## config.mk

```make
export PLATFORM = sky130hd
export DESIGN_NAME = epg_scale
export DESIGN_NICKNAME = d
export VERILOG_FILES = /design/src/hw/rtl/ellipse_point_generator_top_defines.svh /design/src/hw/rtl/epg_pkg.sv /design/src/hw/rtl/epg_scale.sv
export SDC_FILE = /design/constraint.sdc
export NUM_CORES = 1
export LEC_CHECK = 0
export BUFFER_PORTS_ARGS = -buffer_cell sky130_fd_sc_hd__buf_2
export CORE_MARGIN = 5
export CORE_UTILIZATION = 70
export CTS_BUF_LIST = sky130_fd_sc_hd__clkbuf_8
export DETAILED_ROUTE_END_ITERATION = 6
export PLACE_DENSITY = 0.94
export SETUP_SLACK_MARGIN = 0.1
export SYNTH_ARGS = -nofsm -noshare
export SYNTH_HDL_FRONTEND = slang
export SYNTH_SLANG_ARGS = --single-unit
```

## constraint.sdc

```tcl
create_clock -name aclk -period 19.6 [get_ports aclk]
set_clock_uncertainty 0.2 [all_clocks]
set_input_delay 0.98 -clock aclk [delete_from_list [all_inputs] [get_ports aclk]]
set_output_delay 0.98 -clock aclk [all_outputs]
set_load 0.1 [all_outputs]
```

## src/hw/rtl/ellipse_point_generator_top_defines.svh

```systemverilog
// Assertion macros for the ellipse point generator.
// Include with the bare file name; needs aclk and aresetn in scope.
`ifndef ELLIPSE_POINT_GENERATOR_TOP_DEFINES_SVH
`define ELLIPSE_POINT_GENERATOR_TOP_DEFINES_SVH

// Check that the consequent holds in the same cycle as the antecedent.
`define EPG_ASSERT_SAME(lbl, ante, cons) \
    lbl: assert property (@(posedge aclk) disable iff (!aresetn) (ante) |-> (cons)) \
        else $error("epg assertion failed");

// Check that the consequent holds in the cycle after the antecedent.
`define EPG_ASSERT_NEXT(lbl, ante, cons) \
    lbl: assert property (@(posedge aclk) disable iff (!aresetn) (ante) |=> (cons)) \
        else $error("epg assertion failed");

`endif

```

## src/hw/rtl/epg_pkg.sv

```systemverilog
// Shared types, constants and the arctangent table of the ellipse point generator.
// No dependencies.
package epg_pkg;

    localparam int CORDIC_STEPS_DEF = 24;
    localparam int INDEX_BITS_DEF   = 18;
    localparam int ATAN_ENTRIES     = 30;

    localparam int STEP_W     = 29;  // step = 2^28 / m fits 29 bits
    localparam int DIV_STEPS  = 29;  // one quotient bit per cycle
    localparam int RAD_W      = 14;
    localparam int CTR_W      = 16;
    localparam int PT_W       = 25;
    localparam int CFG_IDX_W  = 2;
    localparam int CFG_DATA_W = 16;
    localparam int TRIG_W     = 33;  // Q30 with headroom
    localparam int ANG_W      = 32;  // signed Q29 angle inside the CORDIC

    localparam logic [ANG_W:0] TWO_PI_Q29        = 33'd3373259426;
    localparam logic [ANG_W:0] PI_Q29            = 33'd1686629713;
    localparam logic [ANG_W:0] HALF_PI_Q29       = 33'd843314857;
    localparam logic [ANG_W:0] THREE_HALF_PI_Q29 = 33'd2529944570;
    localparam logic signed [TRIG_W-1:0] GAIN_Q30 = 33'sd652032875;

    typedef enum logic [CFG_IDX_W-1:0] {
        CFG_CENTER_X = 2'd0,
        CFG_CENTER_Y = 2'd1,
        CFG_RADIUS_X = 2'd2,
        CFG_RADIUS_Y = 2'd3
    } cfg_reg_t;

    typedef struct packed {
        logic valid;
        logic neg;
        logic in_range;
        logic is_last;
    } epg_ctl_t;

    function automatic logic signed [ANG_W-1:0] atan_q29(input int idx);
        logic signed [ANG_W-1:0] v;
        case (idx)
            0:  v = 32'sd421657428;
            1:  v = 32'sd248918915;
            2:  v = 32'sd131521918;
            3:  v = 32'sd66762579;
            4:  v = 32'sd33510843;
            5:  v = 32'sd16771758;
            6:  v = 32'sd8387925;
            7:  v = 32'sd4194219;
            8:  v = 32'sd2097141;
            9:  v = 32'sd1048575;
            default: begin
                if (idx < ATAN_ENTRIES) begin
                    v = 32'sd1 <<< (29 - idx);
                end else begin
                    v = '0;
                end
            end
        endcase
        return v;
    endfunction

endpackage

```

## src/hw/rtl/epg_scale.sv

```systemverilog
// Radius scaling, rounding to Q8 and centre offset for one axis, two stages.
// Depends on epg_pkg.
module epg_scale
    import epg_pkg::*;
(
    input  logic                     aclk,
    input  logic                     adv,
    input  logic [RAD_W-1:0]         rad,
    input  logic signed [TRIG_W-1:0] trig,
    input  logic signed [CTR_W-1:0]  ctr,
    input  logic                     keep,
    output logic signed [PT_W-1:0]   pt
);

    localparam int PROD_W = RAD_W + 1 + TRIG_W;
    localparam int RND_W  = PROD_W - 22;
    localparam int SUM_W  = RND_W + 1;

    logic signed [PROD_W-1:0] prod_reg;
    logic signed [CTR_W-1:0]  ctr_reg;
    logic                     keep_reg;
    logic signed [PT_W-1:0]   pt_reg;

    logic signed [PROD_W-1:0] prod_rnd;
    logic signed [RND_W-1:0]  rnd;
    logic signed [SUM_W-1:0]  sum;

    assign prod_rnd = prod_reg + PROD_W'(signed'(1) <<< 21);
    assign rnd      = RND_W'(prod_rnd >>> 22);
    // Centre in Q8, sign-extended to the sum width.
    assign sum      = SUM_W'(rnd) + SUM_W'($signed({ctr_reg, 8'h00}));

    always_ff @(posedge aclk) begin
        if (adv) begin
            prod_reg <= PROD_W'($signed({1'b0, rad})) * PROD_W'(trig);
            ctr_reg  <= ctr;
            keep_reg <= keep;
            pt_reg   <= keep_reg ? sum[PT_W-1:0] : '0;
        end
    end

    assign pt = pt_reg;

endmodule

```

* Yosys cells after proc, flatten, opt, wreduce, memory -nomap -nowiden
Index checks and enable logic that the tools add are counted.
Cells by class: $add $sub $neg 2, $mul 1
Operator list (number):
- 47-bit by 23-bit adder with 47-bit output (second input constant) | 1
- 15-bit by 33-bit multiplier with 47-bit output | 1
- 25-bit by 24-bit adder with 25-bit output | 1
Word-level totals: logic and storage cells 7, output and inout port bits 25, input bits 66, bits in registers 89

* Depth between registers and ports, before layout
depth in word-level cells 2, mapped depth 24, mapped depth without buffers 23

* Least setup slack after synthesis
OpenSTA, ideal clock, no wires.
path type input to register, start input trig[31], end register prod_reg[46], data pin, path buffers 1, slack 12673 ps, stages 22, data arrival time 6466 ps, library setup time 261 ps, required time 19139 ps, cells stage by stage clkbuf_1 and2_1 fa_1 inv_1 fa_1 inv_1 fa_1 fa_1 fa_1 inv_1 fa_1 inv_1 ha_1 a21o_1 a21oi_1 nor2b_1 nor4b_1 o211ai_2 a31oi_4 o21ai_2 o21ba_1 o311a_1
Between the ends: cells in the longest elaborated chain, start to end 1
RTL lines:
- start, declared | RTL line epg_scale.sv:9 | input logic signed [TRIG_W-1:0] trig,
- 15-bit by 33-bit multiplier with 47-bit output | RTL line epg_scale.sv:35 | prod_reg <= PROD_W'($signed({1'b0, rad})) * PROD_W'(trig);
- end signal, assigned | RTL line epg_scale.sv:35
- end, declared | RTL line epg_scale.sv:19 | logic signed [PROD_W-1:0] prod_reg;
Every way passes these cells. A chain may end at the register's enable or synchronous reset.

* Final worst setup path
start input rad[6], end register prod_reg[45], data pin
Between the ends: cells in the longest elaborated chain, start to end 1
RTL lines:
- start, declared | RTL line epg_scale.sv:8 | input logic [RAD_W-1:0] rad,
- 15-bit by 33-bit multiplier with 47-bit output | RTL line epg_scale.sv:35
Every way passes these cells.

==> metrics <==
Port Buf Inserts=90; first-pass GRT wire length=~73000 um; H-tree levels=3; Post-Synth Simple-Gate Area=0.173; largest family of logic cells by synthesized area=adder cells; Synth Register Bits=68; pin count of the biggest net entering global routing=about 70; hold_sp=ctr_reg[0]; Tmin final=roughly 7.5 ns; Final HPWL DP=between 30000 and 40000 um; CTS Hold Bufs=0; initial antenna violation count=1; Critical Path RT=~19 ns; Synth-to-Final Area Change=4.51%; TritonRoute pass-1 iters=6; XOR/XNOR Fraction of Synth Area=0.0318; # setup viols final=0; wire per inst=approximately 19 um; worst slew pin tran=roughly 0.86 ns; postcts setup bufs=0; post-synthesis mux area share=0.000543; CTS tree=built; status=finished clean; Post-Synth Adder-Cell Area=0.535; yosys warns=0; drc violations=0; WS Path Type=in2reg; Post-Route WL=between 40000 and 50000 um; layout cell share with drive strength beyond 1=0.0606; Mapped Cells=about 1900; r2r setup slk=approximately 15 ns; Max Slew Vio Count=0; row cnt=59; worst path arrival time=around 7.4 ns; Min Hold Slack=around 0.48 ns; critical path launch point=rad[6]; Post-Syn Area per Cell=around 9.7 um2; Rel. slew slack=0.424; Post-Syn Nets=2506; max-cap viol count=0; Die Width=about 170 um; all-layer global routing usage=0.311; Die Y-Extent=~170 um; fmax=133 MHz; core area=about 26000 um2; Fin. Hold Viols=0; CTS root buf=clkbuf_8; clk slew on worst S/H paths=0.08 ns; RSZ-0062 raised after global routing=false; worst hold path class=reg2reg; via count=13400; Async SR Flop Fraction=0; RR Startpoint=prod_reg[24]; count of cells resized by post-cts repair=0; Final ANT Viol Nets=0; grt ovf=0; fillers=approximately 1600; GP Congestion=0.980; final setup TNS=0 ns; CTS buffer count=9; Worst setup SP type=primary input; Top Ports=approximately 90; initial DRC count=996; post-synthesis sequential area ratio=0.111; crit path capture type=register; Final period util=0.384; Final nets=between 2000 and 3000; max FFs per register=26; vias in the first global route=15400; critical path fanouts, max=33; compound-gate portion of the synthesized area=0.0422; Via-to-Cell Ratio=5.91; Unique masters post-synth=between 40 and 50; mapped cell area=18400 um2; clk sinks=68; initial core utilization=0.710; die area=between 20000 and 30000 um2; Post-synth EDFFs=just under 70; Main synth FF type=edfxtp_1; Clock Latency Late Sink=~0.35 ns; clk buf depth=2
[logic make-up (layout without fill, tap and decap cells)]
family                     after synthesis  after routing
and+or+nand+nor                        590            590
adders and majority gates              538            538
buffers and inverters                  524            554
AOI/OAI and AO/OA                      114            114
DFF                                     68             68
xor gates and xnor gates                67             67
muxes                                    1              1
other                                    0              2
[layout make-up]
type                       count  area, um2  area share
antenna                        2       5.00    0.000260
clock buffer                   9        124     0.00643
clock inverter                 7        115     0.00597
inverter                     447       1680      0.0871
multi-input combinational   1310      14400       0.749
sequential                    68       2040       0.106
tap                          335        419      0.0217
timing repair buffer          91        458      0.0238
[layout by cell type, fill, tap and decap left out, types with 19 or more instances in the layout]
| master | synthesis | layout |
|---|---|---|
| fa_1 | 418 | 418 |
| buf_2 | 0 | 90 |
| xor2_1 | 19 | 19 |
| xnor2_1 | 48 | 48 |
| nor2_1 | 20 | 20 |
| edfxtp_1 | 68 | 68 |
| and2_1 | 321 | 321 |
| a21oi_1 | 32 | 32 |
| nand3_1 | 19 | 19 |
| ha_1 | 120 | 120 |
| nand2_1 | 177 | 177 |
| inv_1 | 447 | 447 |
[critical path, stage by stage]
cell and delay, ns:
buf_2 0.58, nand2_1 0.17, fa_1 0.54, fa_1 0.54, inv_1 0.07, fa_1 0.56, fa_1 0.45, fa_1 0.49
inv_1 0.05, fa_1 0.47, inv_1 0.04, ha_1 0.30, a21oi_1 0.19, o211ai_1 0.12, a31oi_1 0.27, o211ai_2 0.17
nand3_2 0.17, o211ai_2 0.15, a31oi_4 0.31, o21ai_0 0.20, a2111oi_0 0.49, nor2_1 0.08
[metal layers]
layer  vias to the layer above  part of all wire  global-route usage
met2                       773              0.51               0.544
li1                       5680                 -                   -
met4                         0             0.044               0.120
met3                       181             0.093              0.0592
met1                      6783              0.35               0.385
met5                         -                 0                   0
[per-stage QoR]
step | std cells | worst slack [ns] | instance area (um2) | util
6_report | 2269 | 12.08 | 19300 | 0.742
5_1_grt | 2268 | 11.75 | 19300 | 0.742
4_1_cts | 2267 | 12.18 | 19300 | 0.741
3_5_place_dp | 2251 | 11.80 | 19000 | 0.732
3_3_place_gp | 2251 | 12.13 | 19000 | 0.732
2_1_floorplan | 1902 | 12.67 | 18400 | -
[path summary, 6_finish.rpt]
| kind | cells past startpoint | end |
|---|---|---|
| max | 22 | prod_reg[45] |
| min | 2 | pt[8] |
| max reg2reg | 16 | pt[24] |
| min reg2reg | 2 | pt[8] |
[cell usage after synthesis (all sizes together) (2+ instances only)]
cell type	instances	area share
and3	13	0.0044
ha	120	0.081
and4	2	0.00095
a21o	15	0.0061
or2	3	0.0010
inv	447	0.091
clkbuf	77	0.016
a2111oi	3	0.0014
o21ai	20	0.0056
nand2	177	0.036
and2	321	0.11
nand3	20	0.0057
o21bai	9	0.0037
fa	418	0.45
a211oi	6	0.0024
edfxtp	68	0.11
nand4	7	0.0024
or3	4	0.0014
a31oi	6	0.0028
o21a	5	0.0020
o211ai	4	0.0022
a41oi	2	0.00095
o311a	2	0.0011
xor2	19	0.0090
nand2b	4	0.0014
nor2b	9	0.0031
a21oi	33	0.0092
a311oi	2	0.0013
nor2	20	0.0041
nor3	7	0.0022
xnor2	48	0.023
a211o	2	0.00095
Power is not shown: default switching activity piles up to over one toggle a cycle in this logic, so the estimate is an artifact.
