$ cat config.mk
export PLATFORM = sky130hd
export DESIGN_NAME = epg_cordic_stage
export DESIGN_NICKNAME = d
export VERILOG_FILES = /design/src/hw/rtl/ellipse_point_generator_top_defines.svh /design/src/hw/rtl/epg_pkg.sv /design/src/hw/rtl/epg_cordic_stage.sv
export SDC_FILE = /design/constraint.sdc
export NUM_CORES = 1
export LEC_CHECK = 0
export BUFFER_PORTS_ARGS = -buffer_cell sky130_fd_sc_hd__buf_4
export CAP_MARGIN = 20
export CORE_UTILIZATION = 57
export CTS_CLUSTER_DIAMETER = 200
export DETAILED_ROUTE_END_ITERATION = 12
export PLACE_DENSITY = 0.82
export SYNTH_ARGS = -nofsm -noshare
export SYNTH_HDL_FRONTEND = slang
export SYNTH_SLANG_ARGS = --single-unit
$ cat constraint.sdc
create_clock -name aclk -period 3.86 [get_ports aclk]
set_input_delay 0.386 -clock aclk [delete_from_list [all_inputs] [get_ports aclk]]
set_output_delay 0.386 -clock aclk [all_outputs]
set_load 0.02 [all_outputs]
$ cat src/hw/rtl/ellipse_point_generator_top_defines.svh
// Assertion macros for the ellipse point generator.
// Include with the bare file name; needs aclk and aresetn in scope.
`ifndef ELLIPSE_POINT_GENERATOR_TOP_DEFINES_SVH
`define ELLIPSE_POINT_GENERATOR_TOP_DEFINES_SVH

// Check that the consequent holds in the same cycle as the antecedent.
`define EPG_ASSERT_SAME(lbl, ante, cons) \
    lbl: assert property (@(posedge aclk) disable iff (!aresetn) (ante) |-> (cons)) \
        else $error("epg assertion failed");

// Check that the consequent holds in the cycle after the antecedent.
`define EPG_ASSERT_NEXT(lbl, ante, cons) \
    lbl: assert property (@(posedge aclk) disable iff (!aresetn) (ante) |=> (cons)) \
        else $error("epg assertion failed");

`endif

$ cat src/hw/rtl/epg_pkg.sv
// Shared types, constants and the arctangent table of the ellipse point generator.
// No dependencies.
package epg_pkg;

    localparam int CORDIC_STEPS_DEF = 24;
    localparam int INDEX_BITS_DEF   = 18;
    localparam int ATAN_ENTRIES     = 30;

    localparam int STEP_W     = 29;  // step = 2^28 / m fits 29 bits
    localparam int DIV_STEPS  = 29;  // one quotient bit per cycle
    localparam int RAD_W      = 14;
    localparam int CTR_W      = 16;
    localparam int PT_W       = 25;
    localparam int CFG_IDX_W  = 2;
    localparam int CFG_DATA_W = 16;
    localparam int TRIG_W     = 33;  // Q30 with headroom
    localparam int ANG_W      = 32;  // signed Q29 angle inside the CORDIC

    localparam logic [ANG_W:0] TWO_PI_Q29        = 33'd3373259426;
    localparam logic [ANG_W:0] PI_Q29            = 33'd1686629713;
    localparam logic [ANG_W:0] HALF_PI_Q29       = 33'd843314857;
    localparam logic [ANG_W:0] THREE_HALF_PI_Q29 = 33'd2529944570;
    localparam logic signed [TRIG_W-1:0] GAIN_Q30 = 33'sd652032875;

    typedef enum logic [CFG_IDX_W-1:0] {
        CFG_CENTER_X = 2'd0,
        CFG_CENTER_Y = 2'd1,
        CFG_RADIUS_X = 2'd2,
        CFG_RADIUS_Y = 2'd3
    } cfg_reg_t;

    typedef struct packed {
        logic valid;
        logic neg;
        logic in_range;
        logic is_last;
    } epg_ctl_t;

    function automatic logic signed [ANG_W-1:0] atan_q29(input int idx);
        logic signed [ANG_W-1:0] v;
        case (idx)
            0:  v = 32'sd421657428;
            1:  v = 32'sd248918915;
            2:  v = 32'sd131521918;
            3:  v = 32'sd66762579;
            4:  v = 32'sd33510843;
            5:  v = 32'sd16771758;
            6:  v = 32'sd8387925;
            7:  v = 32'sd4194219;
            8:  v = 32'sd2097141;
            9:  v = 32'sd1048575;
            default: begin
                if (idx < ATAN_ENTRIES) begin
                    v = 32'sd1 <<< (29 - idx);
                end else begin
                    v = '0;
                end
            end
        endcase
        return v;
    endfunction

endpackage

$ cat src/hw/rtl/epg_cordic_stage.sv
// One rotation-mode CORDIC iteration, registered.
// Depends on epg_pkg.
module epg_cordic_stage
    import epg_pkg::*;
#(
    parameter int STAGE = 0
) (
    input  logic                     aclk,
    input  logic                     aresetn,
    input  logic                     adv,
    input  epg_ctl_t                 ctl_i,
    input  logic signed [TRIG_W-1:0] x_i,
    input  logic signed [TRIG_W-1:0] y_i,
    input  logic signed [ANG_W-1:0]  z_i,
    output epg_ctl_t                 ctl_o,
    output logic signed [TRIG_W-1:0] x_o,
    output logic signed [TRIG_W-1:0] y_o,
    output logic signed [ANG_W-1:0]  z_o
);

    localparam logic signed [ANG_W-1:0] ATAN = atan_q29(STAGE);

    epg_ctl_t                 ctl_reg;
    logic signed [TRIG_W-1:0] x_reg, y_reg;
    logic signed [ANG_W-1:0]  z_reg;
    logic signed [TRIG_W-1:0] dx, dy;

    // Arithmetic shift floors toward minus infinity.
    assign dx = y_i >>> STAGE;
    assign dy = x_i >>> STAGE;

    always_ff @(posedge aclk) begin
        if (!aresetn) begin
            ctl_reg <= '0;
        end else if (adv) begin
            ctl_reg <= ctl_i;
        end
    end

    always_ff @(posedge aclk) begin
        if (adv) begin
            if (!z_i[ANG_W-1]) begin
                x_reg <= x_i - dx;
                y_reg <= y_i + dy;
                z_reg <= z_i - ATAN;
            end else begin
                x_reg <= x_i + dx;
                y_reg <= y_i - dy;
                z_reg <= z_i + ATAN;
            end
        end
    end

    assign ctl_o = ctl_reg;
    assign x_o   = x_reg;
    assign y_o   = y_reg;
    assign z_o   = z_reg;

endmodule

; After elaboration in Yosys (flattened, before gate mapping)
; Index checks and enable logic that the tools add are counted.
[classes]
n_addsub = 5
multipliers = 0
n_div = 0
magnitude_cmp = 0
eq_ne = 0
shift = 0
mux = 3
bitwise = 0
reduce_logical = 0
[ops]
columns = cell, count
row1 = $mux 33, 2
row2 = $sub 33x33->33, 2
row3 = $add 33x33->33, 1
row4 = $add 32x30->32 const B, 1
row5 = $mux 32, 1
row6 = $sub 32x30->32 const B, 1
[totals]
ff_bits = 102
latchBits = 0
ram_bits = 0
rom_bits = 0
inputBits = 105
output_inout_bits = 102
wordCells = 15
n_memories = 0

; Depth between registers and ports, before layout
; Gate-level depths: netlist of run 1.
[logic_depth]
word_depth = 2
ltp_mapped = 13
mapped_depth_nobuf = 11

; Worst setup path after synthesis of run 1
; OpenSTA, ideal clock, no wires.
[synth_path]
path_kind = input to register
start = in z_i[31]
end = reg z_reg[27] (netlist: z_o[27]), data pin
setup_time_ns = 0.259
arrival_ns = 3.222
required_time_ns = 3.601
slack_ns = 0.379
path_stages = 13
path_buffers = 2
cell_sequence = inv_1 > clkbuf_1 > clkbuf_1 > ha_1 > nand3_1 > a21boi_0 > o31a_1 > o211ai_1 > o221ai_1 > o211a_1 > o21ai_0 > nor2b_1 > xnor2_1
[synth_via]
elab_chain_cells = 1
[synth_rtl]
columns = item, line
row1 = "start, declared", epg_cordic_stage.sv:14  ; input logic signed [ANG_W-1:0] z_i,
row2 = $mux 32, epg_cordic_stage.sv:42  ; if (!z_i[ANG_W-1]) begin
row3 = "end signal, assigned", epg_cordic_stage.sv:45  ; z_reg <= z_i - ATAN;
row4 = "end signal, assigned", epg_cordic_stage.sv:49  ; z_reg <= z_i + ATAN;
row5 = "end, declared", epg_cordic_stage.sv:25  ; logic signed [ANG_W-1:0] z_reg;
; Every way passes these cells.
; A chain may end at the register's enable or synchronous reset.

; Final worst setup path of run 1
[layout_path]
start = in x_i[3]
end = reg x_reg[28] (netlist: x_o[28]), data pin
[layout_via]
elab_chain_cells = 2
elab_cells_between_ends = 3
classes_between = add/sub (2) / mux (1)
[layout_rtl]
columns = item, line
row1 = "start, declared", epg_cordic_stage.sv:12  ; input logic signed [TRIG_W-1:0] x_i,
row2 = $sub 33x33->33 or $add 33x33->33 (tied branches), "epg_cordic_stage.sv:43, epg_cordic_stage.sv:47"
row3 = $mux 33 (*), epg_cordic_stage.sv:42
row4 = "end signal, assigned", epg_cordic_stage.sv:43  ; x_reg <= x_i - dx;
row5 = "end signal, assigned", epg_cordic_stage.sv:47  ; x_reg <= x_i + dx;
row6 = "end, declared", epg_cordic_stage.sv:24  ; logic signed [TRIG_W-1:0] x_reg, y_reg;
; Mark *: on every way between the ends. The rest lies on a longest branch, timed or not.

==> results of run 1 <==
## state kept, by name, summed over array words and instances, names as in the netlist
signal / count
ctl_o: 4
y_o: 33
z_o: 32
x_o: 32
## power by group
group / internal (W) / leakage, nW / total [W] / switching, W
combinational: 0.000758 / 4.37 / 0.00188 / 0.00112
sequential: 0.00145 / 0.982 / 0.00151 / 0.0000611
clock: 0.000525 / 0.143 / 0.000934 / 0.000409
total: 0.00273 / 5.50 / 0.00432 / 0.00159
## synthesized netlist by cell type, drive strengths merged, types with 5 or more instances
library cell,count
a21oi,125
ha,124
inv,113
edfxtp,97
o21ai,93
nor2,88
xnor2,71
nand2,57
a21o,38
clkbuf,30
o21bai,26
nor3,21
nand3,20
mux2i,19
buf,18
nor2b,18
xor2,17
o211ai,16
a211oi,15
o21a,12
o31ai,12
nand4,11
a31oi,9
nand2b,9
nor4,9
or3,9
o31a,8
and2,7
and3,6
a221oi,5
o311ai,5
or2,5
## metal layers
layer / share of wire (%) / vias to the layer above
li1: - / 4549
met1: 44 / 4508
met2: 45 / 570
met3: 9.5 / 44
met4: 1.8 / 0
met5: 0 / -
## layout make-up
cell class	instances	area [sq um]	share of cell area (%)
inverter	113	424.2	3.513
clock buffer	12	246.5	2.041
clock inverter	4	55.05	0.4559
sequential	101	2993	24.79
timing repair buffer	224	1682	13.93
tap	225	281.5	2.331
multi-input combinational	898	6394	52.95
## layout by cell type, fill, tap and decap left out, types with 5 or more instances in the layout
| master | count |
|---|---|
| buf_4 | 224 |
| ha_1 | 124 |
| a21oi_1 | 123 |
| inv_1 | 112 |
| edfxtp_1 | 97 |
| o21ai_0 | 91 |
| nor2_1 | 88 |
| xnor2_1 | 71 |
| nand2_1 | 57 |
| a21o_1 | 38 |
| o21bai_1 | 26 |
| nand3_1 | 20 |
| nor3_1 | 20 |
| mux2i_1 | 19 |
| nor2b_1 | 18 |
| xor2_1 | 17 |
| o211ai_1 | 15 |
| a211oi_1 | 14 |
| o21a_1 | 12 |
| nand4_1 | 11 |
| o31ai_1 | 11 |
| or3_1 | 9 |
| nand2b_1 | 9 |
| a31oi_1 | 9 |
| clkbuf_16 | 9 |
| o31a_1 | 8 |
| nor4_1 | 8 |
| and2_1 | 7 |
| and3_1 | 6 |
| or2_2 | 5 |
| a221oi_1 | 5 |
## final timing paths
kind	endpoint	slack, ps	depth (start not counted)
worst max-delay path	x_o[28]	660	13
worst min-delay path	z_o[0]	210	1
worst max register to register	ctl_o[1]	3230	2
worst min register to register	ctl_o[0]	540	2
## worst max-delay path, delay by kind of cell
kind | cells | cell delay (ps)
xor+xnor | 1 | 80
fa+ha+maj | 1 | 420
buf+inv | 3 | 300
mux | 1 | 210
compound gates | 7 | 1910
## stage by stage
stage	cells	hold WS (ps)	power [W]	worst slack (ps)
6_report	1577	205.1	0.004318	660.8
3_3_place_gp	1561	497.9	0.003335	434.3
2_1_floorplan	1160	484.9	0.002669	379.1
4_1_cts	1577	194.9	0.004302	716.7
3_5_place_dp	1561	526.8	0.003372	353.7
5_1_grt	1577	195.8	0.004521	479.2
## cells by family after synthesis
| kind of cell | after synthesis |
|---|---|
| multiplexers | 19 |
| flip-flops | 101 |
| buffers and inverters | 161 |
| adder cells (fa/ha/maj) | 128 |
| XOR/XNOR | 88 |
| AO/OA/AOI/OAI | 399 |
| AND/OR/NAND/NOR | 264 |
==> reports/metrics.cfg, run 1 <==
[status]
outcome=finished, final reports clean

[layout]
fin_area_sq_um=12080
area_growth_pct=20.49
fillers=1398
nets=1580
diodes=0
utilization_pct=70.06
layout-drive-gt1-share_pct=19.01

[floorplan]
die_y_um=134.6
core_sq_um=17240
initial_core_util_pct=58.14
row_count=48
dieArea_sq_um=18120
die_w_um=134.6
boundaryPins=207

[drt]
drt-total-wl_um=29050
drt_iter0_drc=1173
wire_per_inst_um=18.42
vias_per_cell=6.133
dr.pass1.iters=5
drc=0
vias=9671
ant_nets=0

[logic_synthesis]
async_reset_ff_share_pct=0
seq_area_frac_synth_pct=29.86
synth_area_leader_cell=edfxtp_1
synthAdderAreaFrac_pct=16.28
synth_cell_type_count=72
synth_flop_cell=edfxtp_1
syn_area_sq_um=10020
synth_top_family_by_area=compound AO/OA/AOI/OAI gates
synth_area_per_cell_sq_um=8.640
synthXorXnorAreaFrac_pct=7.690
synthMuxAreaShare_pct=1.898
yosysTopAreaCellShare_pct=29.06
synth-simple-area-share_pct=12.57
ys_warn_count=0
ys_seq_elements=101
synthTopCellsByArea=edfxtp_1, ha_1, xnor2_1
postSynthCellCount=1160
syn_nets=1393
synth-compound-area-share_pct=25.36
synth-edff-count=97

[timing]
rsz0062_at_grt=false
setup_viol=0
clock_skew_ps=0
slew_viol_final=0
finalHoldViolations=0
worst_slew_pin_slew_ps=928.4
period_share_pct=82.88
tns_ps=0
relSlewSlack_pct=38.10
fmaxAchievable_mhz=312.6
finalCriticalPeriod_ps=3199

[critical_path]
max_stage_delay_ps=490
crit_chain=buf_4 -> inv_1 -> ha_1 -> a21oi_1 -> o21ai_0 -> buf_4 -> a211o_1 -> a31oi_1 -> a21oi_1 -> a221oi_1 -> o21bai_1 -> mux2i_1 -> xnor2_1
critPathKind=input port to flop
crit_arrival_ps=3300
required_ps=3960
worstReg2RegStart=ctl_o[1]
startpoint=x_i[3]
cpMaxStageDelayCell=a221oi_1
cp-start-kind=input port
cp-end-kind=flop
crit_fanout=9

[clock_network]
htree_levels=3
clk_latency_ps=350
clkTransAtPathRegs_ps=80
cts_setup_buffers=0
clkSinkCount=101
ctsHoldBuffers=0
cts_tree=built
cts_buffers=9
clock_path_buffers=2
clockRootBuffer=clkbuf_16
cts_resized=0

[job]
cap_violations=0

[global_routing]
grt-ovfl-total=0
top_usage_layer=met2
grtUsageTotal_pct=32.27
met3_usage_pct=3.566
grt_use_met1_pct=47.35
antenna_found_initial=0
grt_max_degree=75
grt_pass1_wl_um=45510
grt_pass1_vias=8790
use_met2_pct=50.60

[place]
gp_congestion=1.022
port_buffers=206
place_hpwl_um=23210
placed_area_sq_um=11770

[pwr]
leakagePower_nw=5.496
irDropWorstVdd_uv=255.2
power_density_nw_per_um2=357.6

[worst_hold_path]
hold_start=z_i[0]
hp-class=input port to flop

Note: power is estimated with default switching activity, not from simulation.
==> inputs of run 2 (changes only) <==
--- a/config.mk
+++ b/config.mk
@@ -7,10 +7,10 @@
 export LEC_CHECK = 0
 export BUFFER_PORTS_ARGS = -buffer_cell sky130_fd_sc_hd__buf_4
 export CAP_MARGIN = 20
-export CORE_UTILIZATION = 57
+export CORE_UTILIZATION = 51
 export CTS_CLUSTER_DIAMETER = 200
 export DETAILED_ROUTE_END_ITERATION = 12
-export PLACE_DENSITY = 0.82
+export PLACE_DENSITY = 0.77
 export SYNTH_ARGS = -nofsm -noshare
 export SYNTH_HDL_FRONTEND = slang
 export SYNTH_SLANG_ARGS = --single-unit
==> constraint.sdc (replaced) <==
create_clock -name aclk -period 2.6 [get_ports aclk]
set_input_delay 0.26 -clock aclk [delete_from_list [all_inputs] [get_ports aclk]]
set_output_delay 0.26 -clock aclk [all_outputs]
set_load 0.02 [all_outputs]
==> reports/metrics.cfg, run 2 (synthesis gave the netlist of run 1 again) <==
[critical_path]
critPathKind=input port to flop
crit_chain=buf_8 -> ha_4 -> fa_2 -> nor2b_4 -> o21ai_4 -> a31oi_4 -> o31a_1 -> nor2_2 -> a32oi_2 -> a211oi_2 -> o32ai_2 -> xnor2_1
r2r_cells=2  ; unchanged
crit_family=compound AO/OA/AOI/OAI gates
cp-start-kind=input port
crit_fanout=4  ; -5
crit_arrival_ps=2690  ; -610 ps
r2r_slack_ps=1950  ; -1280 ps
endpoint=x_o[30]
r2r_end=ctl_o[0]
cp-end-kind=flop
startpoint=y_i[0]
required_ps=2700  ; -1260 ps
worstSetupPathDepth=12  ; -1
worstReg2RegStart=ctl_o[0]
max_stage_delay_ps=370  ; -120 ps
cpMaxStageDelayCell=o31a_1
crit_buf_inv=1  ; -2

[global_routing]
antenna_found_initial=0  ; unchanged
grt_pass1_vias=10029  ; +14%
grt-ovfl-total=0  ; unchanged
grt_pass1_wl_um=52550  ; +15%
grtUsageTotal_pct=33.58  ; +1.3 points
grt_max_degree=68  ; -9.3%

[floorplan]
die_w_um=142.2  ; +5.6%
core_sq_um=18960  ; +10%
row_count=50  ; +4.2%
die_y_um=142.2  ; +5.6%
boundaryPins=207  ; unchanged
dieArea_sq_um=20220  ; +12%
initial_core_util_pct=52.87  ; -5.3 points

[layout]
multi_input_area_sq_um=6895  ; +7.8%
area_growth_pct=48.60
layout_common_cells=buf_4, a21oi_1, inv_1
layout-drive-gt1-share_pct=38.37  ; +19 points
utilization_pct=78.57  ; +8.5 points
nets=1875  ; +19%
layout_commonest_cell=buf_4
fillers=1330  ; -4.9%
final-seq-area_sq_um=2993  ; unchanged
diodes=0  ; unchanged
fin_area_sq_um=14890  ; +23%
largest_reg_flops=33  ; unchanged

[timing]
finalHoldViolations=0  ; unchanged
whs_ps=80.02  ; -125.1 ps
rsz0062_at_grt=true
finalWorstSetupSlack_ps=11.16  ; -649.7 ps
finalCriticalPeriod_ps=2589
fmaxAchievable_mhz=386.3
setup_viol=0  ; unchanged
slew_viol_final=0  ; unchanged
relSlewSlack_pct=47.21  ; +9.1 points
worst_slew_pin_slew_ps=791.9  ; -136.6 ps
clock_skew_ps=0  ; unchanged
period_share_pct=99.57

[clock_network]
clock_path_buffers=2  ; unchanged
clockRootBuffer=clkbuf_16
clkSinkCount=101  ; unchanged
clk_latency_ps=350  ; about the same
ctsHoldBuffers=0  ; unchanged
clkTransAtPathRegs_ps=80  ; about the same
cts_tree=built
cts_buffers=9  ; unchanged
htree_levels=3  ; unchanged

[place]
post-place-ws_ps=-622.4  ; -976.1 ps
placed_area_sq_um=14020  ; +19%
gp_congestion=0.9515  ; -6.9%
port_buffers=206  ; unchanged
place_hpwl_um=28330  ; +22%

[drt]
vias_per_cell=5.699  ; -7.1%
ant_nets=0  ; unchanged
vias=10868  ; +12%
drt-total-wl_um=35010  ; +21%
wire_per_inst_um=18.36  ; -0.33%
drt_iter0_drc=829  ; -29%
dr.pass1.iters=5  ; unchanged
drc=0  ; unchanged

[worst_hold_path]
hp-class=input port to flop

[pwr]
power_density_nw_per_um2=478.9  ; +34%
irDropWorstVdd_uv=330.6  ; +30%
leakagePower_nw=6.996  ; +27%

[job]
cap_violations=0  ; unchanged

[status]
outcome=finished, final reports clean

run 2: cell types whose count changed in the layout (fill, tap and decap cells not counted), moves of 5 or more:
cell      delta
ha_4        +10
buf_4      +287
o21ai_1      +9
a21oi_1     -10
ha_1        -16
ha_2         +6
a211oi_1     -5
a21oi_2      +8
o21ai_0     -12
run 2: stage by stage:
stage / TNS [ps] / total power, W / cells
after floorplan: -37.22 / 0.003991 / 1160
after detailed placement: -14160 / 0.005591 / 1874
after global placement: -12280 / 0.005522 / 1874
after CTS: -95.52 / 0.006946 / 1895
after global routing: -321.6 / 0.007452 / 1907
final: 0 / 0.007132 / 1907
run 2: worst min path at each step:
stage / startpoint / end / slack (ps) / cells after the start
after floorplan: z_i[0] / z_o[0] / 360 / 0
after global placement: z_i[1] / z_o[1] / 440 / 1
after detailed placement: z_i[0] / z_o[0] / 440 / 1
after CTS: z_i[0] / z_o[0] / 70 / 1
after global routing: z_i[1] / z_o[1] / 70 / 1
final: z_i[0] / z_o[0] / 80 / 1
run 2: power breakdown:
part | leakage (nW) | internal (W) | switching, W
Combinational | 5.87 | 0.00164 | 0.00191
Clock | 0.143 | 0.000696 | 0.000650
Sequential | 0.982 | 0.00214 | 0.0000896
run 2: routing by layer:
| metal | part of all wire (%) | global-route usage, % | vias to the layer above | wire length (um) |
|---|---|---|---|---|
| met1 | 45 | 48.81 | 5141 | 15740 |
| met3 | 8.4 | 4.778 | 54 | 2944 |
| li1 | - | - | 5144 | - |
| met2 | 44 | 51.83 | 529 | 15560 |
| met5 | 0 | 0 | - | 0 |
| met4 | 2.2 | 8.942 | 0 | 771 |
run 2: cell type report:
type	count	area share (%)
clock inverter	6	0.3529
timing repair buffer	519	26.58
inverter	113	2.882
sequential	101	20.10
tap	260	2.184
clock buffer	10	1.605
multi-input combinational	898	46.30
run 2: worst register-to-register path: cells and delay by family, from the launching register on:
| family | cells | cell delay [ps] |
|---|---|---|
| simple gates | 1 | 70 |
| mux | 1 | 160 |
| flops | 1 | 320 |
run 2: timing repair:
item,in CTS,in global routing
pin swaps,8,38
buffers inserted,5,12
resized for setup,14,90
cloned,0,0
setup endpoints to repair,13,30
