==> src/hw/rtl/ellipse_point_generator_top_defines.svh <==
// Assertion macros for the ellipse point generator.
// Include with the bare file name; needs aclk and aresetn in scope.
`ifndef ELLIPSE_POINT_GENERATOR_TOP_DEFINES_SVH
`define ELLIPSE_POINT_GENERATOR_TOP_DEFINES_SVH

// Check that the consequent holds in the same cycle as the antecedent.
`define EPG_ASSERT_SAME(lbl, ante, cons) \
    lbl: assert property (@(posedge aclk) disable iff (!aresetn) (ante) |-> (cons)) \
        else $error("epg assertion failed");

// Check that the consequent holds in the cycle after the antecedent.
`define EPG_ASSERT_NEXT(lbl, ante, cons) \
    lbl: assert property (@(posedge aclk) disable iff (!aresetn) (ante) |=> (cons)) \
        else $error("epg assertion failed");

`endif

==> src/hw/rtl/epg_pkg.sv <==
// Shared types, constants and the arctangent table of the ellipse point generator.
// No dependencies.
package epg_pkg;

    localparam int CORDIC_STEPS_DEF = 24;
    localparam int INDEX_BITS_DEF   = 18;
    localparam int ATAN_ENTRIES     = 30;

    localparam int STEP_W     = 29;  // step = 2^28 / m fits 29 bits
    localparam int DIV_STEPS  = 29;  // one quotient bit per cycle
    localparam int RAD_W      = 14;
    localparam int CTR_W      = 16;
    localparam int PT_W       = 25;
    localparam int CFG_IDX_W  = 2;
    localparam int CFG_DATA_W = 16;
    localparam int TRIG_W     = 33;  // Q30 with headroom
    localparam int ANG_W      = 32;  // signed Q29 angle inside the CORDIC

    localparam logic [ANG_W:0] TWO_PI_Q29        = 33'd3373259426;
    localparam logic [ANG_W:0] PI_Q29            = 33'd1686629713;
    localparam logic [ANG_W:0] HALF_PI_Q29       = 33'd843314857;
    localparam logic [ANG_W:0] THREE_HALF_PI_Q29 = 33'd2529944570;
    localparam logic signed [TRIG_W-1:0] GAIN_Q30 = 33'sd652032875;

    typedef enum logic [CFG_IDX_W-1:0] {
        CFG_CENTER_X = 2'd0,
        CFG_CENTER_Y = 2'd1,
        CFG_RADIUS_X = 2'd2,
        CFG_RADIUS_Y = 2'd3
    } cfg_reg_t;

    typedef struct packed {
        logic valid;
        logic neg;
        logic in_range;
        logic is_last;
    } epg_ctl_t;

    function automatic logic signed [ANG_W-1:0] atan_q29(input int idx);
        logic signed [ANG_W-1:0] v;
        case (idx)
            0:  v = 32'sd421657428;
            1:  v = 32'sd248918915;
            2:  v = 32'sd131521918;
            3:  v = 32'sd66762579;
            4:  v = 32'sd33510843;
            5:  v = 32'sd16771758;
            6:  v = 32'sd8387925;
            7:  v = 32'sd4194219;
            8:  v = 32'sd2097141;
            9:  v = 32'sd1048575;
            default: begin
                if (idx < ATAN_ENTRIES) begin
                    v = 32'sd1 <<< (29 - idx);
                end else begin
                    v = '0;
                end
            end
        endcase
        return v;
    endfunction

endpackage

==> src/hw/rtl/epg_step_div.sv <==
// Bit-serial restoring divider: angle step = 2^28 / max radius.
// Depends on epg_pkg.
module epg_step_div
    import epg_pkg::*;
(
    input  logic              aclk,
    input  logic              aresetn,
    input  logic              start,
    input  logic [RAD_W-1:0]  divisor,
    output logic              busy,
    output logic [STEP_W-1:0] quot
);

    localparam int CNT_W = $clog2(DIV_STEPS + 1);

    logic [CNT_W-1:0]  cnt_reg;
    logic [RAD_W:0]    rem_reg;
    logic [STEP_W-1:0] q_reg;
    logic [STEP_W-1:0] quot_reg;

    logic [RAD_W+1:0]  rem_shift;
    logic [RAD_W+1:0]  rem_diff;
    logic              ge;
    logic [RAD_W:0]    rem_next;
    logic [STEP_W-1:0] q_next;

    // Dividend is a single one at bit 28: feed it on the first step only.
    assign rem_shift = {rem_reg, (cnt_reg == CNT_W'(DIV_STEPS))};
    assign ge        = rem_shift >= {2'b00, divisor};
    assign rem_diff  = rem_shift - {2'b00, divisor};
    assign rem_next  = ge ? rem_diff[RAD_W:0] : rem_shift[RAD_W:0];
    assign q_next    = {q_reg[STEP_W-2:0], ge};

    always_ff @(posedge aclk) begin
        if (!aresetn) begin
            cnt_reg  <= '0;
            rem_reg  <= '0;
            q_reg    <= '0;
            quot_reg <= STEP_W'(1) << (STEP_W - 1);
        end else if (start) begin
            cnt_reg <= CNT_W'(DIV_STEPS);
            rem_reg <= '0;
            q_reg   <= '0;
        end else if (cnt_reg != '0) begin
            rem_reg <= rem_next;
            q_reg   <= q_next;
            cnt_reg <= cnt_reg - CNT_W'(1);
            if (cnt_reg == CNT_W'(1)) begin
                quot_reg <= q_next;
            end
        end
    end

    assign busy = cnt_reg != '0;
    assign quot = quot_reg;

endmodule

==> config.mk <==
export PLATFORM = sky130hd
export DESIGN_NAME = epg_step_div
export DESIGN_NICKNAME = d
export VERILOG_FILES = /design/src/hw/rtl/ellipse_point_generator_top_defines.svh /design/src/hw/rtl/epg_pkg.sv /design/src/hw/rtl/epg_step_div.sv
export SDC_FILE = /design/constraint.sdc
export NUM_CORES = 1
export LEC_CHECK = 0
export CORE_ASPECT_RATIO = 1.25
export CORE_MARGIN = 2
export CORE_UTILIZATION = 55
export DETAILED_ROUTE_END_ITERATION = 16
export DONT_BUFFER_PORTS = 1
export GPL_TIMING_DRIVEN = 0
export PLACE_DENSITY = 0.75
export SLEW_MARGIN = 5
export SYNTH_ARGS = -nofsm -noshare
export SYNTH_HDL_FRONTEND = slang
export SYNTH_SLANG_ARGS = --single-unit
==> constraint.sdc <==
create_clock -name aclk -period 5.75 [get_ports aclk]
set_input_delay 1.15 -clock aclk [delete_from_list [all_inputs] [get_ports aclk]]
set_output_delay 1.15 -clock aclk [all_outputs]
set_load 0.01 [all_outputs]
# Word level (Yosys, flattened, before mapping)
# Index checks and enable logic that the tools add are counted.
classes:
  addsub: 2
  multipliers: 0
  n_div: 0
  n_lt_le_gt_ge: 1
  eq_ne: 2
  shifts: 0
  muxes: 3
  bitwise_logic: 2
  reduce_logical: 4
ops:
  columns: ["op", "n"]
  rows:
  - [">= comparator 16 x 14 -> 1 bit", 1]
  - ["2-to-1 mux 15 bit", 1]
  - ["subtractor 15 x 14 -> 15 bit", 1]
  - ["2-to-1 mux 5 bit", 2]
  - ["equality test 5 x 1 -> 1 bit, second input constant", 1]
  - ["equality test 5 bit, second input constant", 1]
  - ["nonzero test 5 bit", 1]
  - ["subtractor 5 x 1 -> 5 bit, second input constant", 1]
  - ["AND reduction 3 bit", 1]
  - ["inverter 1 bit", 2]
  - ["nonzero test 2 bit", 1]
  - ["OR reduction 2 bit", 1]
totals:
  register_bits: 77
  latch_bits: 0
  mem_bits_rw: 0
  mem_bits_ro: 0
  input_bits: 17
  out_inout_bits: 30
  word_cells: 19
  memories: 0

# Depth between registers and ports, before layout
# Gate-level depths: netlist of run 1.
depth:
  ltp_word: 3
  mapped_depth: 12
  depth_no_buf: 11

# Worst setup path after synthesis of run 1
# No wires, ideal clock.
synth_timing:
  path_kind: "in2reg"
  from: "input port divisor[9]"
  to: "register rem_reg[0]"
  setup_time_ns: 0.062
  t_arrival_ns: 3.053
  required_ns: 5.688
  slack_ns: 2.635
  path_stages: 9
  path_buffers: 1
  path_cell_list: "inv_1 > ha_1 > a21oi_2 > o21ai_2 > a221o_1 > or3_1 > buf_2 > or4_1 > nand3_1"
synth_via:
  elab_chain_cells: 2
synth_rtl:
  columns: ["item", "line", "source"]
  rows:
  - ["from (decl)", "epg_step_div.sv:9", "input logic [RAD_W-1:0] divisor,"]
  - [">= comparator 16 x 14 -> 1 bit", "epg_step_div.sv:29", "assign ge = rem_shift >= {2'b00, divisor};"]
  - ["2-to-1 mux 15 bit", "epg_step_div.sv:31", "assign rem_next = ge ? rem_diff[RAD_W:0] : rem_shift[RAD_W:0];"]
  - ["to (signal assigned)", "epg_step_div.sv:45", "rem_reg <= rem_next;"]
  - ["to (decl)", "epg_step_div.sv:17", "logic [RAD_W:0] rem_reg;"]
# Every way passes these cells.
# A chain may end at the register's enable or synchronous reset.

# Worst setup path after layout of run 1
layout_timing:
  from: "register cnt_reg[0]"
  to: "output port busy"
layout_via:
  elab_chain_cells: 1
layout_rtl:
  columns: ["item", "line", "source"]
  rows:
  - ["from (decl)", "epg_step_div.sv:16", "logic [CNT_W-1:0] cnt_reg;"]
  - ["from (signal assigned)", "epg_step_div.sv:41", "cnt_reg <= CNT_W'(DIV_STEPS);"]
  - ["from (signal assigned)", "epg_step_div.sv:47", "cnt_reg <= cnt_reg - CNT_W'(1);"]
  - ["nonzero test 5 bit", "epg_step_div.sv:54", "assign busy = cnt_reg != '0;"]
  - ["to (decl)", "epg_step_div.sv:10", "output logic busy,"]
# Every way passes these cells.

==> results of run 1 <==
## metal layers
layer / part of all wire, % / vias to the layer above / track usage [%]
met2: 52 / 79 / 44.0
met5: 0 / - / 0
met3: 3.9 / 19 / 5.30
li1: - / 1747 / -
met4: 2.0 / 0 / 8.63
met1: 42 / 1573 / 26.3
## power by group through the flow
stage / Sequential [W] / Clock [W] / Combinational, W
after floorplan: 0.000564 / 0 / 0.000135
after global placement: 0.000566 / 0 / 0.000168
after detailed placement: 0.000567 / 0 / 0.000172
after CTS: 0.000554 / 0.000360 / 0.000174
after global routing: 0.000556 / 0.000386 / 0.000195
final: 0.000555 / 0.000353 / 0.000174
## kinds of logic after synthesis
logic type / after synthesis / synth area share, %
fa+ha+maj: 17 / 5.84
compound gates: 147 / 23.5
buf+inv: 53 / 5.41
simple gates: 191 / 22.2
mux: 3 / 0.829
flops: 77 / 40.9
xor+xnor: 6 / 1.39
## tightest hold or removal path: stages, from the launching register on
cell and delay (ps):
dfxtp_1 320, nand2_1 50, a21oi_1 50
## layout by cell type, fill, tap and decap left out, drive strengths merged, types with 10 or more instances in the layout
| cell | synthesis | final |
|---|---|---|
| a21oi | 75 | 75 |
| clkbuf | 27 | 37 |
| dfxtp | 77 | 77 |
| ha | 16 | 16 |
| inv | 21 | 22 |
| nand2 | 117 | 117 |
| nand3 | 20 | 20 |
| nor2 | 17 | 17 |
| nor3 | 10 | 10 |
| o21ai | 28 | 28 |
## final timing paths
check	from	end	slack [ps]
hold / removal	q_reg[27]	q_reg[27]	470
setup reg to reg	cnt_reg[1]	quot[0]	2690
setup / recovery	cnt_reg[0]	busy	2490
hold reg to reg	q_reg[27]	q_reg[27]	470
## per-stage QoR
| stage | util [%] | worst slack, ps |
|---|---|---|
| 3_5_place_dp | 58.8 | 2290 |
| 5_1_grt | 61.3 | 2350 |
| 2_1_floorplan | - | 2630 |
| 4_1_cts | 61.3 | 2530 |
| 6_report | 61.3 | 2490 |
| 3_3_place_gp | 58.8 | 2310 |
## area by class of cell
type | instances | area [um^2]
Inverter | 22 | 82.6
Multi-Input combinational cell | 364 | 2030
Tap cell | 87 | 109
Buffer | 31 | 121
Fill cell | 598 | 2560
Clock buffer | 10 | 128
Sequential cell | 77 | 1540
Clock inverter | 6 | 38.8
==> impl_metrics.ini, run 1 <==
[synth]
synth_top_area_cell = dfxtp_1
ys_warn_count = 0
ys_ff_latch = 77
ys_types = 51
yosysSeqAreaShare_pct = 40.9
postSynthAreaPerCell_um2 = 7.64
synth.top_cell.area_share_pct = 40.9
synth_flop_cell = dfxtp_1
ys_top_cells_by_area = dfxtp_1, nand2_1, a21oi_1
synth_most_common_cell = nand2_1
synthArstFlopShare_pct = 0
yosys-top-cells-count = nand2_1, dfxtp_1, a21oi_1, clkbuf_1, o21ai_0
synth_edf_count = 0
synthCells = 494
synth_nets = 528
syn_area_um2 = 3770

[global_routing]
antenna_found_initial = 0
grt_max_degree = 14
grt_pass1_vias = 3162
track_usage_pct = 23.6
grt_pass1_wl_mm = 14.0
overflow = 0

[pwr]
p_comb_share_pct = 16.1
p_sw_w = 0.000323
p_per_area_nw_per_um2 = 267
pwr-share-seq_pct = 51.2
leakage_nw = 1.50
peakVddDrop_v = 0.000130
p_int_w = 0.000759
p_sw_share_pct = 29.9
p_total_w = 0.00108
clock_power_share_pct = 32.6

[routing]
vias = 3418
drt_iter0_drc = 134
finalWirelength_mm = 8.49
drc = 0
viasPerCell = 5.73
final_antenna_net_count = 0
drt_first_pass_iters = 5
wl_per_cell_um = 14.2

[clock_tree]
clk_latency_ps = 350
clock-sinks = 77
cts.repair.resized = 0
cts_tree = done
cts_root_buffer = clkbuf_8
htreeDepth = 3
ctsHoldBuffers = 0
clk_transition_reported_paths_ps = 70
post-cts-setup-buffer-count = 0
numCtsBuffers = 9
clockBufferDepth = 2

[setup_path]
slowest_delay_ps = 370
reg2regPathDepth = 12
worstSetupPathType = register to output pin
cp-start-kind = register
crit_fanout = 10
cp_slowest_cell = clkbuf_1
crit_arrival_ps = 2110
crit_path_end_kind = output pin
cp_top_family = buffers and inverters
cp_num_buf_inv = 3
cp.required_ps = 4600
worstPathCellList = inv_1 > ha_1 > nand2b_1 > nor3_2 > clkinv_1 > clkbuf_1
path_depth = 6

[timing]
worst_pin_slew_ps = 641
whs_ps = 469
clock.fmax_ghz = 0.307
hold_violations = 0
grt_setup_unrepaired = false
fin_crit_ps = 3260
setup_viol = 0
skew_ps = 6.71
slew-limit-headroom_pct = 57.3
min_period_over_period_pct = 56.6
finalSetupTns_ps = 0
drv_slew = 0

[place]
dp_cells = 581
place_congestion = 0.849
dp_hpwl_mm = 6.31
place_area_um2 = 3880
port-buffer-count = 0

[final_layout]
antenna_cells = 0
fin_area_um2 = 4050
syn2layout_area_growth_pct = 7.30
finalNonFillerCells = 597
nNetsFinal = 539
drive_above_1_share_pct = 5.10
largest_register_ff_count = 29

[floorplanning]
ios = 47
die_width_um = 78.1
die_area_um2 = 7540
fp.dieH_um = 96.6
row_count = 33
initial_core_util_pct = 57.1
coreArea_um2 = 6610

[min_path]
hold_class = register to register
whs_path_depth = 2

[flow_run]
cap_violations = 0

[status]
status = completed
No activity file was read; power rests on OpenSTA's default activity.
==> run 2: changes to the inputs <==
Settings changed: PLACE_DENSITY 0.75 to 0.78.
Clock period 5.75 ns to 2.7 ns, I/O delays scaled along.
==> impl_metrics.ini, run 2 (synthesized netlist as in run 1, its figures left out) <==
[final_layout]
largest_register_ff_count = 29
finalNonFillerCells = 605
layout_common_cells = nand2_1, dfxtp_1, a21oi_1, clkbuf_1, o21ai_0
finalCoreUtilization_pct = 63.8
drive_above_1_share_pct = 9.27
syn2layout_area_growth_pct = 11.7
antenna_cells = 0
fin_area_um2 = 4210
nNetsFinal = 547
layout_commonest_cell = nand2_1

[routing]
finalWirelength_mm = 8.84
drc = 0
drt_iter0_drc = 180
final_antenna_net_count = 0
viasPerCell = 5.76
vias = 3485
drt_first_pass_iters = 5
wl_per_cell_um = 14.6

[pwr]
p_sw_share_pct = 29.4
leakage_nw = 1.57
p_sw_w = 0.000702
clock_power_share_pct = 33.8
peakVddDrop_v = 0.000288
p_int_w = 0.00168
p_per_area_nw_per_um2 = 566
p_comb_share_pct = 16.5
pwr-share-seq_pct = 49.7

[timing]
clock.fmax_ghz = 0.368
worst_pin_slew_ps = 642
fin_crit_ps = 2720
setup_viol = 1
min_period_over_period_pct = 101
whs_ps = 246
hold_violations = 0
skew_ps = 10.7
finalWorstSetupSlack_ps = -19.3
slew-limit-headroom_pct = 57.2
drv_slew = 0

[floorplanning]
coreArea_um2 = 6610
initial_core_util_pct = 57.1
row_count = 33
ios = 47
fp.dieH_um = 96.6
die_area_um2 = 7540
die_width_um = 78.1

[clock_tree]
htreeDepth = 3
clk_transition_reported_paths_ps = 80
cts_tree = done
clock-sinks = 77
clk_latency_ps = 360
cts_root_buffer = clkbuf_8
numCtsBuffers = 9
clockBufferDepth = 2
ctsHoldBuffers = 0

[min_path]
hold_class = primary input to register
holdPathEnd = quot[28]
hold_start = aresetn
whs_path_depth = 1

[setup_path]
cp.required_ps = 2940
cp_slowest_cell = dfxtp_2
cp_top_family = compound AO/OA/AOI/OAI gates
r2r_end = rem_reg[0]
crit_path_end_kind = register
worstPathCellList = inv_2 > ha_4 > nand4_1 > ha_2 > fa_2 > nor2b_2 > o31a_1 > o2111a_1 > o21ba_4 > buf_6 > buf_4 > o21ai_0 > nand3_2
crit_fanout = 5
rrSetupSlack_ps = -20
crit_arrival_ps = 2960
cp-start-kind = register
r2r_start = cnt_reg[1]
reg2regPathDepth = 13
worstSetupPathType = register to register
slowest_delay_ps = 350
cp_num_buf_inv = 3

[global_routing]
grt_pass1_wl_mm = 14.2
track_usage_pct = 23.8
antenna_found_initial = 0
grt_max_degree = 14
grt_pass1_vias = 3172
overflow = 0

[place]
place_congestion = 0.910
port-buffer-count = 0
place_area_um2 = 3880
dp_cells = 581
dp_hpwl_mm = 6.34

[flow_run]
cap_violations = 0

[status]
status = finished, violations left
violations = negative setup slack
==> run 2: what timing repair did <==
item	CTS	global route
endpoints found under the setup margin	17	18
gates resized for setup	8	18
buffers inserted	2	5
pin swaps	5	10
cloned	0	1
==> run 2: routing by layer <==
| layer | part of all wire [%] | wire (um) | up-vias | GRT usage, % |
|---|---|---|---|---|
| li1 | - | - | 1750 | - |
| met1 | 42 | 3680 | 1606 | 27.6 |
| met2 | 51 | 4530 | 111 | 42.7 |
| met3 | 5.1 | 450 | 18 | 5.20 |
| met4 | 2.0 | 181 | 0 | 9.94 |
| met5 | 0 | 0 | - | 0 |
==> run 2: power by group through the flow <==
stage / sequential, W / combinational [W] / clock [W]
floorplan: 0.00120 / 0.000287 / 0
global placement: 0.00121 / 0.000354 / 0
detailed placement: 0.00121 / 0.000365 / 0
CTS: 0.00118 / 0.000371 / 0.000818
global route: 0.00119 / 0.000436 / 0.000870
finish: 0.00119 / 0.000393 / 0.000805
==> run 2: layout make-up <==
| type | instances | area (um^2) |
|---|---|---|
| clock buffers | 11 | 151 |
| fillers | 608 | 2390 |
| plain buffers | 31 | 135 |
| inverters | 22 | 82.6 |
| clock inverters | 5 | 35.0 |
| multi-input cells | 364 | 2080 |
| flip-flops and latches | 77 | 1540 |
| repair buffers | 8 | 72.6 |
| well taps | 87 | 109 |
==> run 2: worst register-to-register path, cell delays in order (launching register included) <==
cell and delay, ps:
dfxtp_2 350, inv_2 60, ha_4 160, nand4_1 130, ha_2 230, fa_2 230
nor2b_2 50, o31a_1 260, o2111a_1 290, o21ba_4 240, buf_6 130, buf_4 130
o21ai_0 250, nand3_2 90
==> run 2: worst max-delay path by stage <==
stage,endpoint,start,slack [ps],cells past startpoint
after floorplan,quot[0],cnt_reg[1],170,12
after global placement,quot[0],cnt_reg[1],-260,12
after detailed placement,quot[0],cnt_reg[1],-320,12
after CTS,rem_reg[0],cnt_reg[1],20,11
after global routing,rem_reg[0],cnt_reg[1],-60,13
final,rem_reg[0],cnt_reg[1],-20,13
==> run 2: per-stage QoR <==
stage	total power (W)	TNS (ps)	worst slack, ps
3_5_place_dp	0.00157	-3140	-323
2_1_floorplan	0.00149	0	167
4_1_cts	0.00237	0	23.6
3_3_place_gp	0.00156	-1970	-260
5_1_grt	0.00250	-61.7	-55.0
6_report	0.00238	-19.3	-19.3
==> run 3: changes to the inputs <==
Settings changed: CELL_PAD_IN_SITES_DETAIL_PLACEMENT set to 0, CELL_PAD_IN_SITES_GLOBAL_PLACEMENT set to 1, CORE_UTILIZATION 55 to 42, PLACE_DENSITY 0.78 to 0.8.
==> impl_metrics.ini, run 3 (synthesized netlist as in run 1, its figures left out) <==
[status]
status = completed

[place]
place_area_um2 = 3920
port-buffer-count = 0
dp_cells = 614
place_congestion = 0.862
dp_hpwl_mm = 6.77

[min_path]
hold_class = primary input to register

[routing]
drt_first_pass_iters = 4
vias = 3418
drc = 0
wl_per_cell_um = 14.5
viasPerCell = 5.41
finalWirelength_mm = 9.14
drt_iter0_drc = 166
final_antenna_net_count = 0

[setup_path]
crit_arrival_ps = 2940
cp-start-kind = register
crit_path_end_kind = register
crit_fanout = 3
cp.required_ps = 3000
worstSetupPathType = register to register

[clock_tree]
clockBufferDepth = 2
clk_latency_ps = 360
cts_root_buffer = clkbuf_8
numCtsBuffers = 9
cts_tree = done
clk_transition_reported_paths_ps = 80
htreeDepth = 3
clock-sinks = 77

[flow_run]
cap_violations = 0

[pwr]
peakVddDrop_v = 0.000215
p_per_area_nw_per_um2 = 614
pwr-share-seq_pct = 45.7
p_comb_share_pct = 14.9
clock_power_share_pct = 39.4
p_sw_w = 0.000689
leakage_nw = 1.54
p_sw_share_pct = 26.6
p_int_w = 0.00190

[timing]
skew_ps = 10.0
min_period_over_period_pct = 97.6
clock.fmax_ghz = 0.380
drv_slew = 0
slew-limit-headroom_pct = 56.8
finalSetupTns_ps = 0
worst_pin_slew_ps = 647
setup_viol = 0
fin_crit_ps = 2630
hold_violations = 0

[final_layout]
nNetsFinal = 542
largest_register_ff_count = 29
nFillCells = 914
finalNonFillerCells = 632
fin_area_um2 = 4220
antenna_cells = 0
syn2layout_area_growth_pct = 11.9
layout_common_cells = nand2_1, dfxtp_1, a21oi_1, clkbuf_1, o21ai_0
drive_above_1_share_pct = 7.23
layout_commonest_cell = nand2_1
finalCoreUtilization_pct = 48.5

[global_routing]
track_usage_pct = 19.6
grt_max_degree = 13
grt_pass1_vias = 3223
grt_pass1_wl_mm = 15.0
overflow = 0
antenna_found_initial = 0

[floorplanning]
fp.dieH_um = 110
die_width_um = 88.8
row_count = 38
ios = 47
die_area_um2 = 9760
coreArea_um2 = 8700
initial_core_util_pct = 43.4
-- run 3: changes by cell type in the layout (fill, tap and decap cells not counted), moves of 2 or more --
cell and delta:
a31oi_2 -2, clkinv_2 -2, clkbuf_1 +2, buf_4 -3, clkinv_4 -2, o21ai_1 -4, o21ai_0 +4, bufinv_16 +3
a31oi_1 +2, clkbuf_8 -2
-- run 3: final cells by class --
class,count,area [um^2],share of cell area [%]
clock buffers,11,131,3.11
well taps,120,150,3.56
flip-flops and latches,77,1540,36.6
clock inverters,4,97.6,2.31
multi-input cells,364,2060,48.9
plain buffers,31,131,3.11
inverters,22,82.6,1.96
repair buffers,3,22.5,0.534
-- run 3: worst paths after layout --
path / start / slack (ps) / cells past startpoint / endpoint
hold / removal: aresetn / 260 / 1 / quot[28]
setup / recovery: cnt_reg[1] / 70 / 11 / rem_reg[0]
hold reg to reg: q_reg[27] / 460 / 2 / q_reg[27]
setup reg to reg: cnt_reg[1] / 70 / 11 / rem_reg[0]
-- run 3: stage by stage --
step / setup WS [ps] / hold slack (ps) / total power (W)
floorplan: 167 / 432 / 0.00149
finish: 65.1 / 258 / 0.00259
global placement: -341 / 448 / 0.00157
detailed placement: -391 / 452 / 0.00158
global route: -2.24 / 246 / 0.00270
CTS: 13.6 / 245 / 0.00260
-- run 3: repair_timing --
item	CTS	global route
resized for setup	8	8
hold buffers	0	0
setup buffers	2	1
pin swaps	5	3
endpoints found under the hold margin	0	0
endpoints found under the setup margin	17	14
-- run 3: power by group through the flow --
| stage | combinational, W | clock, W | sequential (W) |
|---|---|---|---|
| detailed placement | 0.000375 | 0 | 0.00121 |
| finish | 0.000385 | 0.00102 | 0.00118 |
| floorplan | 0.000287 | 0 | 0.00120 |
| global route | 0.000433 | 0.00108 | 0.00119 |
| CTS | 0.000379 | 0.00103 | 0.00118 |
| global placement | 0.000365 | 0 | 0.00121 |
-- run 3: per-layer routing --
layer	global-route usage, %	vias up	share of wire [%]
met2	34.0	72	50
met4	8.01	0	2.4
li1	-	1741	-
met5	0	-	0
met1	23.5	1591	44
met3	3.38	14	3.5
-- run 3: critical path, stage by stage (launching register included) --
cell      delay (ps)
dfxtp_2          340
inv_1             60
ha_2             190
nand4_1          130
ha_2             220
fa_2             220
nor2b_2           50
o31a_1           270
o2111a_2         290
o21ba_4          210
or4_1            510
nand3_1           90
